**src/hmh_pkg.sv**
```systemverilog
package hmh_pkg;

    // Command codes, echoed back as the result kind.
    typedef enum logic [1:0] {
        CMD_HIT   = 2'd0,
        CMD_CLOSE = 2'd1,
        CMD_READ  = 2'd2,
        CMD_CLEAR = 2'd3
    } cmd_t;

    // Bin address width that covers every supported histogram size (up to 128 bins).
    localparam int unsigned BIN_ADDR_W = 7;

    // Widths fixed by the item formats.
    localparam int unsigned ID_W    = 16;
    localparam int unsigned MULT_W  = 5;
    localparam int unsigned VALUE_W = 32;

    // One input item.
    typedef struct packed {
        cmd_t                command;
        logic [ID_W-1:0]     detector_id;
        logic [MULT_W-1:0]   bin_index;
    } in_item_t;

    // One result item.
    typedef struct packed {
        cmd_t                kind;
        logic [MULT_W-1:0]   multiplicity;
        logic [VALUE_W-1:0]  bin_value;
    } out_item_t;

    // Classified operation handed from the front end to the histogram back end.
    typedef struct packed {
        cmd_t                  cmd;
        logic [MULT_W-1:0]     multiplicity;
        logic                  in_range;
        logic [BIN_ADDR_W-1:0] addr;
    } op_t;

endpackage

```
**src/hit_multiplicity_histogram_unit.sv**
```systemverilog
// Distinct-hit multiplicity histogram.
// Input channel in_valid/in_ready/in_data carries commands: a hit with its detector
// ID, close event, read bin, clear histogram. Every item gives exactly one result
// on out_valid/out_ready/out_data, in input order.
// The front end checks a hit against the event's ID set combinationally and takes one
// item per cycle while its queue has room. The back end finishes hits, clears and
// out-of-range reads from its idle state; closes and in-range bin reads wait in a
// second state for the registered read of the bin RAM, and closes then write the
// incremented bin back. An item passes through a queue slot and then the result
// register to out_valid; closes and in-range reads also pass the RAM read register.
// Sustained rate: one item per cycle for hits and clears while the receiver takes
// results; the back end takes no new item while a close or read waits for the RAM.
// Reset empties the queue, starts an empty event and clears all bins at once
// through per-bin valid bits. When the receiver stalls, the result register holds,
// the queue fills, and then in_ready drops.
module hit_multiplicity_histogram_unit #(
    parameter int unsigned MAX_BINS_HITS = 16,
    parameter int unsigned QUEUE_DEPTH   = 4
) (
    input  logic               clk,
    input  logic               rst_n,
    input  logic               in_valid,
    output logic               in_ready,
    input  hmh_pkg::in_item_t  in_data,
    output logic               out_valid,
    input  logic               out_ready,
    output hmh_pkg::out_item_t out_data
);

    logic         q_full;
    logic         q_push;
    hmh_pkg::op_t q_push_data;
    logic         q_pop;
    logic         q_head_valid;
    hmh_pkg::op_t q_head_data;

    // Event tracking and classification.
    hmh_front #(
        .MAX_BINS_HITS (MAX_BINS_HITS)
    ) u_front (
        .clk      (clk),
        .rst_n    (rst_n),
        .in_valid (in_valid),
        .in_ready (in_ready),
        .in_data  (in_data),
        .q_full   (q_full),
        .q_push   (q_push),
        .q_data   (q_push_data)
    );

    // Operation queue between front and back.
    hmh_queue #(
        .DEPTH (QUEUE_DEPTH)
    ) u_queue (
        .clk        (clk),
        .rst_n      (rst_n),
        .push       (q_push),
        .push_data  (q_push_data),
        .full       (q_full),
        .pop        (q_pop),
        .head_valid (q_head_valid),
        .head_data  (q_head_data)
    );

    // Histogram storage and result output.
    hmh_back #(
        .MAX_BINS_HITS (MAX_BINS_HITS)
    ) u_back (
        .clk       (clk),
        .rst_n     (rst_n),
        .q_valid   (q_head_valid),
        .q_data    (q_head_data),
        .q_pop     (q_pop),
        .out_valid (out_valid),
        .out_ready (out_ready),
        .out_data  (out_data)
    );

endmodule

```
**src/hmh_ram.sv**
```systemverilog
module hmh_ram #(
    parameter int unsigned WIDTH = 32,
    parameter int unsigned DEPTH = 17
) (
    input  logic                     clk,
    input  logic                     we,
    input  logic [$clog2(DEPTH)-1:0] waddr,
    input  logic [WIDTH-1:0]         wdata,
    input  logic                     re,
    input  logic [$clog2(DEPTH)-1:0] raddr,
    output logic [WIDTH-1:0]         rdata
);

    logic [WIDTH-1:0] mem [DEPTH];
    logic [WIDTH-1:0] rdata_reg;

    // One write port and one registered read port.
    always_ff @(posedge clk)
    begin
        if (we)
        begin
            mem[waddr] <= wdata;
        end
        if (re)
        begin
            rdata_reg <= mem[raddr];
        end
    end

    assign rdata = rdata_reg;

endmodule

```
**src/hmh_front.sv**
```systemverilog
module hmh_front #(
    parameter int unsigned MAX_BINS_HITS = 16
) (
    input  logic             clk,
    input  logic             rst_n,
    input  logic             in_valid,
    output logic             in_ready,
    input  hmh_pkg::in_item_t in_data,
    input  logic             q_full,
    output logic             q_push,
    output hmh_pkg::op_t     q_data
);

    localparam int unsigned CNT_W = $clog2(MAX_BINS_HITS + 1);
    localparam int unsigned IDX_W = (MAX_BINS_HITS > 1) ? $clog2(MAX_BINS_HITS) : 1;

    logic [hmh_pkg::ID_W-1:0] seen_ids_reg [MAX_BINS_HITS];
    logic [CNT_W-1:0]         count_reg;
    logic [CNT_W-1:0]         count_next;
    logic                     overflow_reg;
    logic                     overflow_next;
    logic [MAX_BINS_HITS-1:0] match;
    logic                     known;
    logic                     store_id;
    logic [CNT_W-1:0]         binned;

    assign in_ready = !q_full;
    assign q_push   = in_valid && in_ready;

    // Parallel compare of the hit ID against the occupied part of the ID set.
    always_comb
    begin
        for (int i = 0; i < MAX_BINS_HITS; i++)
        begin
            match[i] = (seen_ids_reg[i] == in_data.detector_id) &&
                       (CNT_W'(i) < count_reg);
        end
    end

    assign known  = |match;
    assign binned = overflow_reg ? CNT_W'(MAX_BINS_HITS) : count_reg;

    // Event bookkeeping and classification of the item for the back end.
    always_comb
    begin
        count_next        = count_reg;
        overflow_next     = overflow_reg;
        store_id          = 1'b0;
        q_data.cmd        = in_data.command;
        q_data.in_range   = 1'b0;
        q_data.addr       = '0;
        unique case (in_data.command)
            hmh_pkg::CMD_HIT:
            begin
                if (!known)
                begin
                    if (count_reg < CNT_W'(MAX_BINS_HITS))
                    begin
                        store_id   = 1'b1;
                        count_next = count_reg + CNT_W'(1);
                    end
                    else
                    begin
                        overflow_next = 1'b1;
                    end
                end
            end
            hmh_pkg::CMD_CLOSE:
            begin
                count_next      = '0;
                overflow_next   = 1'b0;
                q_data.in_range = 1'b1;
                q_data.addr     = hmh_pkg::BIN_ADDR_W'(binned);
            end
            hmh_pkg::CMD_READ:
            begin
                q_data.in_range = hmh_pkg::BIN_ADDR_W'(in_data.bin_index) <=
                                  hmh_pkg::BIN_ADDR_W'(MAX_BINS_HITS);
                q_data.addr     = hmh_pkg::BIN_ADDR_W'(in_data.bin_index);
            end
            hmh_pkg::CMD_CLEAR:
            begin
                q_data.in_range = 1'b0;
            end
        endcase
        // A close reports the binned multiplicity; the rest report the running count.
        if (in_data.command == hmh_pkg::CMD_CLOSE)
        begin
            q_data.multiplicity = hmh_pkg::MULT_W'(binned);
        end
        else
        begin
            q_data.multiplicity = hmh_pkg::MULT_W'(count_next);
        end
    end

    // Event state registers.
    always_ff @(posedge clk or negedge rst_n)
    begin
        if (!rst_n)
        begin
            count_reg    <= '0;
            overflow_reg <= 1'b0;
        end
        else if (q_push)
        begin
            count_reg    <= count_next;
            overflow_reg <= overflow_next;
        end
    end

    // ID set storage; entries at or above the count are never compared.
    always_ff @(posedge clk)
    begin
        if (q_push && store_id)
        begin
            seen_ids_reg[count_reg[IDX_W-1:0]] <= in_data.detector_id;
        end
    end

endmodule

```
**src/hmh_queue.sv**
```systemverilog
module hmh_queue #(
    parameter int unsigned DEPTH = 4
) (
    input  logic         clk,
    input  logic         rst_n,
    input  logic         push,
    input  hmh_pkg::op_t push_data,
    output logic         full,
    input  logic         pop,
    output logic         head_valid,
    output hmh_pkg::op_t head_data
);

    localparam int unsigned PTR_W = $clog2(DEPTH);
    localparam int unsigned CNT_W = $clog2(DEPTH + 1);

    hmh_pkg::op_t     slots_reg [DEPTH];
    logic [PTR_W-1:0] wr_ptr_reg;
    logic [PTR_W-1:0] rd_ptr_reg;
    logic [CNT_W-1:0] count_reg;
    logic [CNT_W-1:0] count_next;

    assign full       = (count_reg == CNT_W'(DEPTH));
    assign head_valid = (count_reg != '0);
    assign head_data  = slots_reg[rd_ptr_reg];

    // Occupancy tracks pushes and pops in the same cycle.
    always_comb
    begin
        count_next = count_reg;
        if (push && !pop)
        begin
            count_next = count_reg + CNT_W'(1);
        end
        else if (pop && !push)
        begin
            count_next = count_reg - CNT_W'(1);
        end
    end

    // Pointers wrap at the queue depth.
    always_ff @(posedge clk or negedge rst_n)
    begin
        if (!rst_n)
        begin
            wr_ptr_reg <= '0;
            rd_ptr_reg <= '0;
            count_reg  <= '0;
        end
        else
        begin
            if (push)
            begin
                wr_ptr_reg <= (wr_ptr_reg == PTR_W'(DEPTH - 1)) ? '0 : wr_ptr_reg + PTR_W'(1);
            end
            if (pop)
            begin
                rd_ptr_reg <= (rd_ptr_reg == PTR_W'(DEPTH - 1)) ? '0 : rd_ptr_reg + PTR_W'(1);
            end
            count_reg <= count_next;
        end
    end

    // Slot storage.
    always_ff @(posedge clk)
    begin
        if (push)
        begin
            slots_reg[wr_ptr_reg] <= push_data;
        end
    end

endmodule

```
**src/hmh_back.sv**
```systemverilog
module hmh_back #(
    parameter int unsigned MAX_BINS_HITS = 16
) (
    input  logic               clk,
    input  logic               rst_n,
    input  logic               q_valid,
    input  hmh_pkg::op_t       q_data,
    output logic               q_pop,
    output logic               out_valid,
    input  logic               out_ready,
    output hmh_pkg::out_item_t out_data
);

    localparam int unsigned NUM_BINS = MAX_BINS_HITS + 1;
    localparam int unsigned BIN_W    = $clog2(NUM_BINS);

    typedef enum logic [1:0] {
        ST_IDLE = 2'b01,
        ST_WAIT = 2'b10
    } state_t;

    state_t                        state_reg;
    state_t                        state_next;
    hmh_pkg::op_t                  pending_reg;
    hmh_pkg::op_t                  pending_next;
    logic [NUM_BINS-1:0]           bin_valid_reg;
    logic [NUM_BINS-1:0]           bin_valid_next;
    logic                          out_valid_reg;
    logic                          out_valid_next;
    hmh_pkg::out_item_t            out_data_reg;
    hmh_pkg::out_item_t            out_data_next;
    logic                          load_out;
    logic                          out_free;
    logic                          ram_re;
    logic                          ram_we;
    logic [BIN_W-1:0]              head_addr;
    logic [BIN_W-1:0]              pend_addr;
    logic [hmh_pkg::VALUE_W-1:0]   ram_rdata;
    logic [hmh_pkg::VALUE_W-1:0]   bin_now;
    logic [hmh_pkg::VALUE_W-1:0]   bin_bumped;

    hmh_ram #(
        .WIDTH (hmh_pkg::VALUE_W),
        .DEPTH (NUM_BINS)
    ) u_bins (
        .clk   (clk),
        .we    (ram_we),
        .waddr (pend_addr),
        .wdata (bin_bumped),
        .re    (ram_re),
        .raddr (head_addr),
        .rdata (ram_rdata)
    );

    assign out_free   = !out_valid_reg || out_ready;
    assign head_addr  = q_data.addr[BIN_W-1:0];
    assign pend_addr  = pending_reg.addr[BIN_W-1:0];

    // A bin not written since the last clear reads as zero; the count saturates.
    assign bin_now    = bin_valid_reg[pend_addr] ? ram_rdata : '0;
    assign bin_bumped = (bin_now == '1) ? bin_now : bin_now + hmh_pkg::VALUE_W'(1);

    // Sequencer: closes and in-range bin reads wait for the registered RAM read, everything else finishes at once.
    always_comb
    begin
        state_next     = state_reg;
        pending_next   = pending_reg;
        bin_valid_next = bin_valid_reg;
        out_data_next  = out_data_reg;
        load_out       = 1'b0;
        q_pop          = 1'b0;
        ram_re         = 1'b0;
        ram_we         = 1'b0;
        unique case (state_reg)
            ST_IDLE:
            begin
                if (q_valid && out_free)
                begin
                    q_pop                      = 1'b1;
                    out_data_next.kind         = q_data.cmd;
                    out_data_next.multiplicity = q_data.multiplicity;
                    out_data_next.bin_value    = '0;
                    if (q_data.in_range &&
                        (q_data.cmd == hmh_pkg::CMD_CLOSE || q_data.cmd == hmh_pkg::CMD_READ))
                    begin
                        ram_re       = 1'b1;
                        pending_next = q_data;
                        state_next   = ST_WAIT;
                    end
                    else
                    begin
                        load_out = 1'b1;
                        if (q_data.cmd == hmh_pkg::CMD_CLEAR)
                        begin
                            bin_valid_next = '0;
                        end
                    end
                end
            end
            ST_WAIT:
            begin
                if (out_free)
                begin
                    load_out                   = 1'b1;
                    out_data_next.kind         = pending_reg.cmd;
                    out_data_next.multiplicity = pending_reg.multiplicity;
                    if (pending_reg.cmd == hmh_pkg::CMD_CLOSE)
                    begin
                        ram_we                    = 1'b1;
                        bin_valid_next[pend_addr] = 1'b1;
                        out_data_next.bin_value   = bin_bumped;
                    end
                    else
                    begin
                        out_data_next.bin_value = bin_now;
                    end
                    state_next = ST_IDLE;
                end
            end
            default:
            begin
                state_next = ST_IDLE;
            end
        endcase
    end

    // The output register holds a result until the receiver takes it.
    always_comb
    begin
        if (load_out)
        begin
            out_valid_next = 1'b1;
        end
        else if (out_ready)
        begin
            out_valid_next = 1'b0;
        end
        else
        begin
            out_valid_next = out_valid_reg;
        end
    end

    always_ff @(posedge clk or negedge rst_n)
    begin
        if (!rst_n)
        begin
            state_reg     <= ST_IDLE;
            bin_valid_reg <= '0;
            out_valid_reg <= 1'b0;
        end
        else
        begin
            state_reg     <= state_next;
            bin_valid_reg <= bin_valid_next;
            out_valid_reg <= out_valid_next;
        end
    end

    // Payload registers.
    always_ff @(posedge clk)
    begin
        pending_reg  <= pending_next;
        out_data_reg <= out_data_next;
    end

    assign out_valid = out_valid_reg;
    assign out_data  = out_data_reg;

endmodule

```
**config.mk**
```make
export PLATFORM = sky130hd
export DESIGN_NAME = hit_multiplicity_histogram_unit
export DESIGN_NICKNAME = d
export VERILOG_FILES = /design/src/hmh_pkg.sv /design/src/hit_multiplicity_histogram_unit.sv /design/src/hmh_ram.sv /design/src/hmh_front.sv /design/src/hmh_queue.sv /design/src/hmh_back.sv
export SDC_FILE = /design/constraint.sdc
export NUM_CORES = 1
export LEC_CHECK = 0
export ABC_CLOCK_PERIOD_IN_PS = 14700
export BUFFER_PORTS_ARGS = -buffer_cell sky130_fd_sc_hd__buf_2
export CELL_PAD_IN_SITES_DETAIL_PLACEMENT = 1
export CELL_PAD_IN_SITES_GLOBAL_PLACEMENT = 1
export CORE_MARGIN = 2
export CORE_UTILIZATION = 30
export DETAILED_ROUTE_END_ITERATION = 16
export MAX_ROUTING_LAYER = met4
export PLACE_DENSITY_LB_ADDON = 0.1
export REMOVE_ABC_BUFFERS = 1
export SLEW_MARGIN = 20
export SYNTH_ARGS = -nofsm -noshare
export SYNTH_HDL_FRONTEND = slang
export SYNTH_SLANG_ARGS = --single-unit
```
**constraint.sdc**
```tcl
create_clock -name clk -period 14.7 [get_ports clk]
set_input_delay 2.94 -clock clk [delete_from_list [all_inputs] [get_ports clk]]
set_output_delay 2.94 -clock clk [all_outputs]
set_load 0.01 [all_outputs]
```
**Word level (Yosys, flattened, before mapping)**

Memories as Yosys holds them, arrays and structs flattened. A register that Yosys moved wholly into a read port is not among the register bits.
Cells that the tools add are included.
W data, S select, Z words.

- $add $sub $neg: 6
- Multiply operators: 0
- Div/mod/pow operators: 0
- $lt $le $gt $ge: 20
- Eq/ne operators: 36
- Shift-type cells: 0
- Mux-type cells: 57
- Bitwise logic cells: 1
- Reductions and logical operators: 41

Operator list:

| kind | number |
|---|---|
| $eq A16 B16 Y1 | 16 |
| $mux W32 | 3 |
| $mux W17 | 5 |
| $mux W39 | 2 |
| $pmux W39 S2 | 1 |
| $lt A4 B5 Y1 const A | 8 |
| $pmux W17 S2 | 1 |
| $add A32 B1 Y32 const B | 1 |
| $eq A32 B32 Y1 const B | 1 |
| $mux W1 | 26 |
| $logic_and A1 B1 Y1 | 23 |
| $lt A3 B5 Y1 const A | 4 |
| $mux W5 | 4 |
| $pmux W5 S2 | 2 |
| $or A17 B17 Y17 | 1 |
| $reduce_or A16 Y1 | 1 |
| $eq A2 B2 Y1 const B | 6 |
| $lt A1 B5 Y1 const A | 2 |
| $lt A2 B5 Y1 const A | 2 |
| $mux W2 | 5 |
| $ne A2 B1 Y1 const B | 5 |
| $reduce_and A3 Y1 | 3 |
| $eq A2 B1 Y1 const B | 4 |
| $reduce_bool A2 Y1 | 4 |
| 21 further kinds | 31 |

- Bits in registers: 84
- Bits in latches: 0
- Memory bits (writable): 852
- Memory bits (read-only): 0
- Input bits: 27
- Output and inout bits: 41
- Logic and storage cells: 178
- Memories: 3

Memories:

| name | words | width | read ports | clocked after Yosys merged registers in | write ports | line | text |
|---|---|---|---|---|---|---|---|
| u_back.u_bins.mem | 17 | 32 | 1 | 1 | 1 | hmh_ram.sv:14 | `logic [WIDTH-1:0] mem [DEPTH];` |
| u_front.seen_ids_reg | 16 | 16 | 16 | 0 | 1 | hmh_front.sv:17 | `logic [hmh_pkg::ID_W-1:0] seen_ids_reg [MAX_BINS_HITS];` |
| u_queue.slots_reg | 4 | 13 | 1 | 0 | 1 | hmh_queue.sv:17 | `hmh_pkg::op_t slots_reg [DEPTH];` |

**Longest topological paths before layout**

An unclocked memory read counts as a cell.

- Depth in word-level cells: 9
- Gate-level depth with buffers: 16
- Gate-level depth less buffers: 12

**Cells and area by module**

A second synthesis with hierarchy kept.

- Cell total of the unflattened synthesis: 2289
- Area total of the unflattened synthesis: 41051.9 um2

Modules (own cells, without submodules):

| module | times used | cells an instance | area an instance (um2) | sequential area each (um2) |
|---|---|---|---|---|
| hmh_ram | 1 | 913 | 21923.5 | 17296.6 |
| hmh_front | 1 | 798 | 12044.1 | 7837.5 |
| hmh_back | 1 | 462 | 4464.3 | 2033.2 |
| hmh_queue | 1 | 116 | 2620.0 | 1976.9 |

**Worst setup path after synthesis**

OpenSTA, ideal clock, no wires.

- Path type: input -> register
- Start: input out_ready
- End: register u_back.out_data_reg, in the netlist u_back.out_data[0], enable pin
- Library setup time: 0.500 ns
- Data arrival time: 6.362 ns
- Data required time: 14.200 ns
- Setup slack: 7.838 ns
- Stages on the path: 3
- Buffers on the path: 0
- Cell sequence: nor2b_1 or2_2 a221oi_1

- Cells in the longest elaborated chain, start to end: 4
- Elaborated cells on any way between the ends: 5
- Those cells by class: eq/ne (2); reduce/logical (3)

Ends and longest elaborated chain:

| what | line | text |
|---|---|---|
| from (decl) | hit_multiplicity_histogram_unit.sv:26 | `input logic out_ready,` |
| $logic_or A1 B1 Y1 (*) | hmh_back.sv:55 | `assign out_free = !out_valid_reg \|\| out_ready;` |
| $logic_and A1 B1 Y1 | hmh_back.sv:77 | `if (q_valid && out_free)` |
| $ne A2 B1 Y1 (no line) | n/a |  |
| $reduce_and A3 Y1 (no line) (*) | n/a |  |
| to (signal assigned) | hmh_back.sv:164 | `out_data_reg <= out_data_next;` |
| to (decl) | hmh_back.sv:30 | `hmh_pkg::out_item_t out_data_reg;` |

Every way passes the cells marked *; elsewhere a longest branch is shown, timed or not.
A chain may end at the register's enable or synchronous reset.

**Worst setup path in the final report**

- Start: input in_data[14] (netlist bit)
- End: memory u_front.seen_ids_reg[10][8] (netlist bit), enable pin

- Cells in the longest elaborated chain, start to end: 8
- Elaborated cells on any way between the ends: 38
- Those cells by class: eq/ne (16); mux (4); reduce/logical (18)

Ends and longest elaborated chain:

| what | line | text |
|---|---|---|
| from (decl) | hit_multiplicity_histogram_unit.sv:24 | `input hmh_pkg::in_item_t in_data,` |
| $eq A16 B16 Y1 | hmh_front.sv:35 | `match[i] = (seen_ids_reg[i] == in_data.detector_id) &&` |
| $logic_and A1 B1 Y1 | hmh_front.sv:35 |  |
| $reduce_or A16 Y1 (*) | hmh_front.sv:40 | `assign known = \|match;` |
| $mux W1 (*) | hmh_front.sv:55 | `if (!known)` |
| $mux W1 (*) | hmh_front.sv:52 | `unique case (in_data.command)` |
| $logic_and A1 B1 Y1 (*) | hmh_front.sv:115 | `if (q_push && store_id)` |
| $mux W1 (*) | hmh_front.sv:115 |  |
| $mux W1 (not written as such) (*) | hmh_front.sv:117 | `seen_ids_reg[count_reg[IDX_W-1:0]] <= in_data.detector_id;` |
| to (decl) | hmh_front.sv:17 |  |

Marked as above.

==> metrics.md <==
| Metric | Value |
|---|---|
| Status | `finished, final reports clean` |
| Clock Pin Slew Worst Setup and Hold Paths | `0.06 ns` |
| Sequential area share after synthesis | `0.729` |
| Met1 Use GR | `0.204` |
| # hold bufs at CTS | `0` |
| Remaining DRCs | `0` |
| Setup WS pre-CTS | `7.46 ns` |
| Post-CTS sizing | `0` |
| Synth top area share | `0.708` |
| H-tree lvl count | `3` |
| Longest Clk Path Bufs | `3` |
| Buffers on Ports | `67` |
| Final setup margin | `8.12 ns` |
| Die height | `368 um` |
| CTS tree | `done` |
| Area of the mapped netlist | `39600 um2` |
| Worst-Skew Late Latency | `0.71 ns` |
| Layout cells sized above 1 | `0.222` |
| Fin. max-slew vios | `0` |
| RSZ-0062 raised after global routing | `no` |
| Synth async-reset ratio | `0.0341` |
| Tightest Pin Transition | `1.11 ns` |
| Internal power | `0.00551 W` |
| Die footprint | `135000 um2` |
| Final Hold Viols | `0` |
| CP required | `15.03 ns` |
| Critical Path AT | `6.91 ns` |
| First-pass GRT wire length | `155000 um` |
| Root Driver | `clkbuf_16` |
| Final wirelength | `105000 um` |
| GR Overflow Total | `0` |
| Cell variety after synth | `65` |
| ANT nets after route | `0` |
| DR WL/cell | `25.7 um` |
| Initial core utilization | `0.302` |
| Syn_area_per_cell | `18.5 um2` |
| Post-Syn Instances | `2141` |
| Most common library cells after synthesis | `edfxtp_1, xor2_1, mux4_2` |
| TNS Setup | `0 ns` |
| Worst-path fanout max | `32` |
| Hold crit path type | `reg2reg` |
| Sequential Power Share | `0.441` |
| Dpl hpwl | `58500 um` |
| Most used flip-flop cell after synthesis | `edfxtp_1` |
| Peak supply drop | `0.192 mV` |
| Initial antenna violation count | `2` |
| Synth area leaders | `edfxtp_1, mux4_2, xor2_1` |
| Setup crit start kind | `input pin` |
| R2R Setup Slk | `8.53 ns` |
| Total track usage | `0.161` |
| Setup violators final | `0` |
| Peak Freq | `152 MHz` |
| CTS Buf Count | `110` |
| Synthesized flop and latch total | `968` |
| Pre-antenna DRT Iters | `5` |
| Met3 Track Usage GR | `0.0213` |
| Die X-Extent | `368 um` |
| Most numerous cell in the Yosys netlist | `edfxtp_1` |
| Worst Setup End Kind | `register` |
| Syn-to-layout area delta | `15.1%` |
| Final GP Congestion | `0.725` |
| Largest net degree at the start of global routing | `93` |
| Sink Count | `968` |
| Number of max-cap violations | `0` |
| Top Ports | `68` |
| Synth area leader | `edfxtp_1` |
| Pwr Density | `171 nW/um2` |
| Area after DPL | `42100 um2` |
| P_leak | `15.3 nW` |
| Post-CTS Setup Repair Bufs | `0` |
| Final instance area | `45600 um2` |
| Vias in the first global route | `22.1k` |
| Comb pwr share | `0.223` |
| Setup Skew | `0.0399 ns` |
| Psw | `0.00229 W` |
| Synth warn | `0` |
| Switching part of the total | `0.293` |
| Routed vias | `19.9k` |
| Largest register FFs | `544` |
| Clk pwr share | `0.336` |
| Slew headroom | `0.262` |
| Std-Cell Rows | `133` |
| Post-synth EDFFs | `935` |
| Crit share post-route | `0.447` |
| Initial DRC Count | `1348` |
| Core Area | `131000 um2` |
| Critical path class | `in2reg` |
| Met2 Use GR | `0.273` |
| Final nets | `2303` |
| Min Hold Slack | `0.500 ns` |
| Vias/cell | `4.85` |
| Crit path time final | `6.58 ns` |
| Most crowded layer after global routing | `met2` |
-- power groups by stage --
| stage | Clock (W) | Combinational, W | Sequential [W] |
|---|---|---|---|
| after floorplan | 0 | 0.00114 | 0.00349 |
| after global placement | 0 | 0.00178 | 0.00349 |
| after detailed placement | 0 | 0.00181 | 0.00350 |
| after CTS | 0.00270 | 0.00181 | 0.00345 |
| after global routing | 0.00280 | 0.00190 | 0.00346 |
| final | 0.00262 | 0.00174 | 0.00344 |
-- area by class of cell --
cell class	count	area [um2]
diodes	1	2.50
clock buffers	141	2930
clock inverters	58	483
fillers	13000	85700
inverters	16	60.1
multi-input cells	1056	10400
flip-flops and latches	968	28900
well taps	1755	2200
repair buffers	106	641
-- worst max-delay path, cell delays in order --
cell and delay (ns):
buf_2 0.77, xor2_1 0.20, nor4_1 0.07, nand4_1 0.13
nand2_1 0.08, o21ai_0 0.64, nand4_1 0.73, nor2_1 0.30
buf_4 0.29, and3_1 0.70
-- per-layer routing --
layer  vias to the layer above  share of wire
met1                     10800           0.44
li1                       8676              -
met4                         0          0.018
met2                       289           0.51
met3                       135          0.029
met5                         -              0
-- layout by cell type, fill, tap and decap left out, types with 43 or more instances in the layout --
master / netlist / routed
edfxtp_1: 935 / 935
mux2_2: 43 / 43
mux4_2: 177 / 174
nor2_1: 100 / 77
clkbuf_16: 0 / 111
nand2_1: 62 / 62
nor4_1: 51 / 51
buf_2: 39 / 67
xor2_1: 212 / 209
xnor2_1: 93 / 90
-- stage by stage --
| step | total power [W] | cells | utilization |
|---|---|---|---|
| finish | 0.00780 | 4101 | 0.348 |
| floorplan | 0.00462 | 2040 | - |
| detailed placement | 0.00531 | 3901 | 0.321 |
| global placement | 0.00527 | 3901 | 0.321 |
| global route | 0.00816 | 4100 | 0.348 |
| CTS | 0.00796 | 4100 | 0.347 |
-- cells by family (layout without fill, tap and decap cells) --
group,count (synthesis),count (layout),synth area share
multiplexers,223,223,0.114
XOR/XNOR,305,305,0.0674
adder cells (fa/ha/maj),18,18,0.00587
AO/OA/AOI/OAI,112,112,0.0179
flip-flops,968,968,0.729
other,0,1,0
buffers and inverters,117,321,0.0141
AND/OR/NAND/NOR,398,398,0.0520
-- worst paths after layout --
path / from / end / cells after the start
hold reg to reg: u_back.bin_valid_reg[0] / u_back.bin_valid_reg[0] / 2
hold / removal: u_back.bin_valid_reg[0] / u_back.bin_valid_reg[0] / 2
setup / recovery: in_data[14] / u_front.seen_ids_reg[10][8] / 10
setup reg to reg: u_back.pend_addr[0] / u_back.u_bins.mem[10][29] / 12
min in group asynchronous: rst_n / u_queue.count_reg[1] / 1
max in group asynchronous: rst_n / u_front.count_reg[2] / 1
Power figures use the tool's default switching activity.
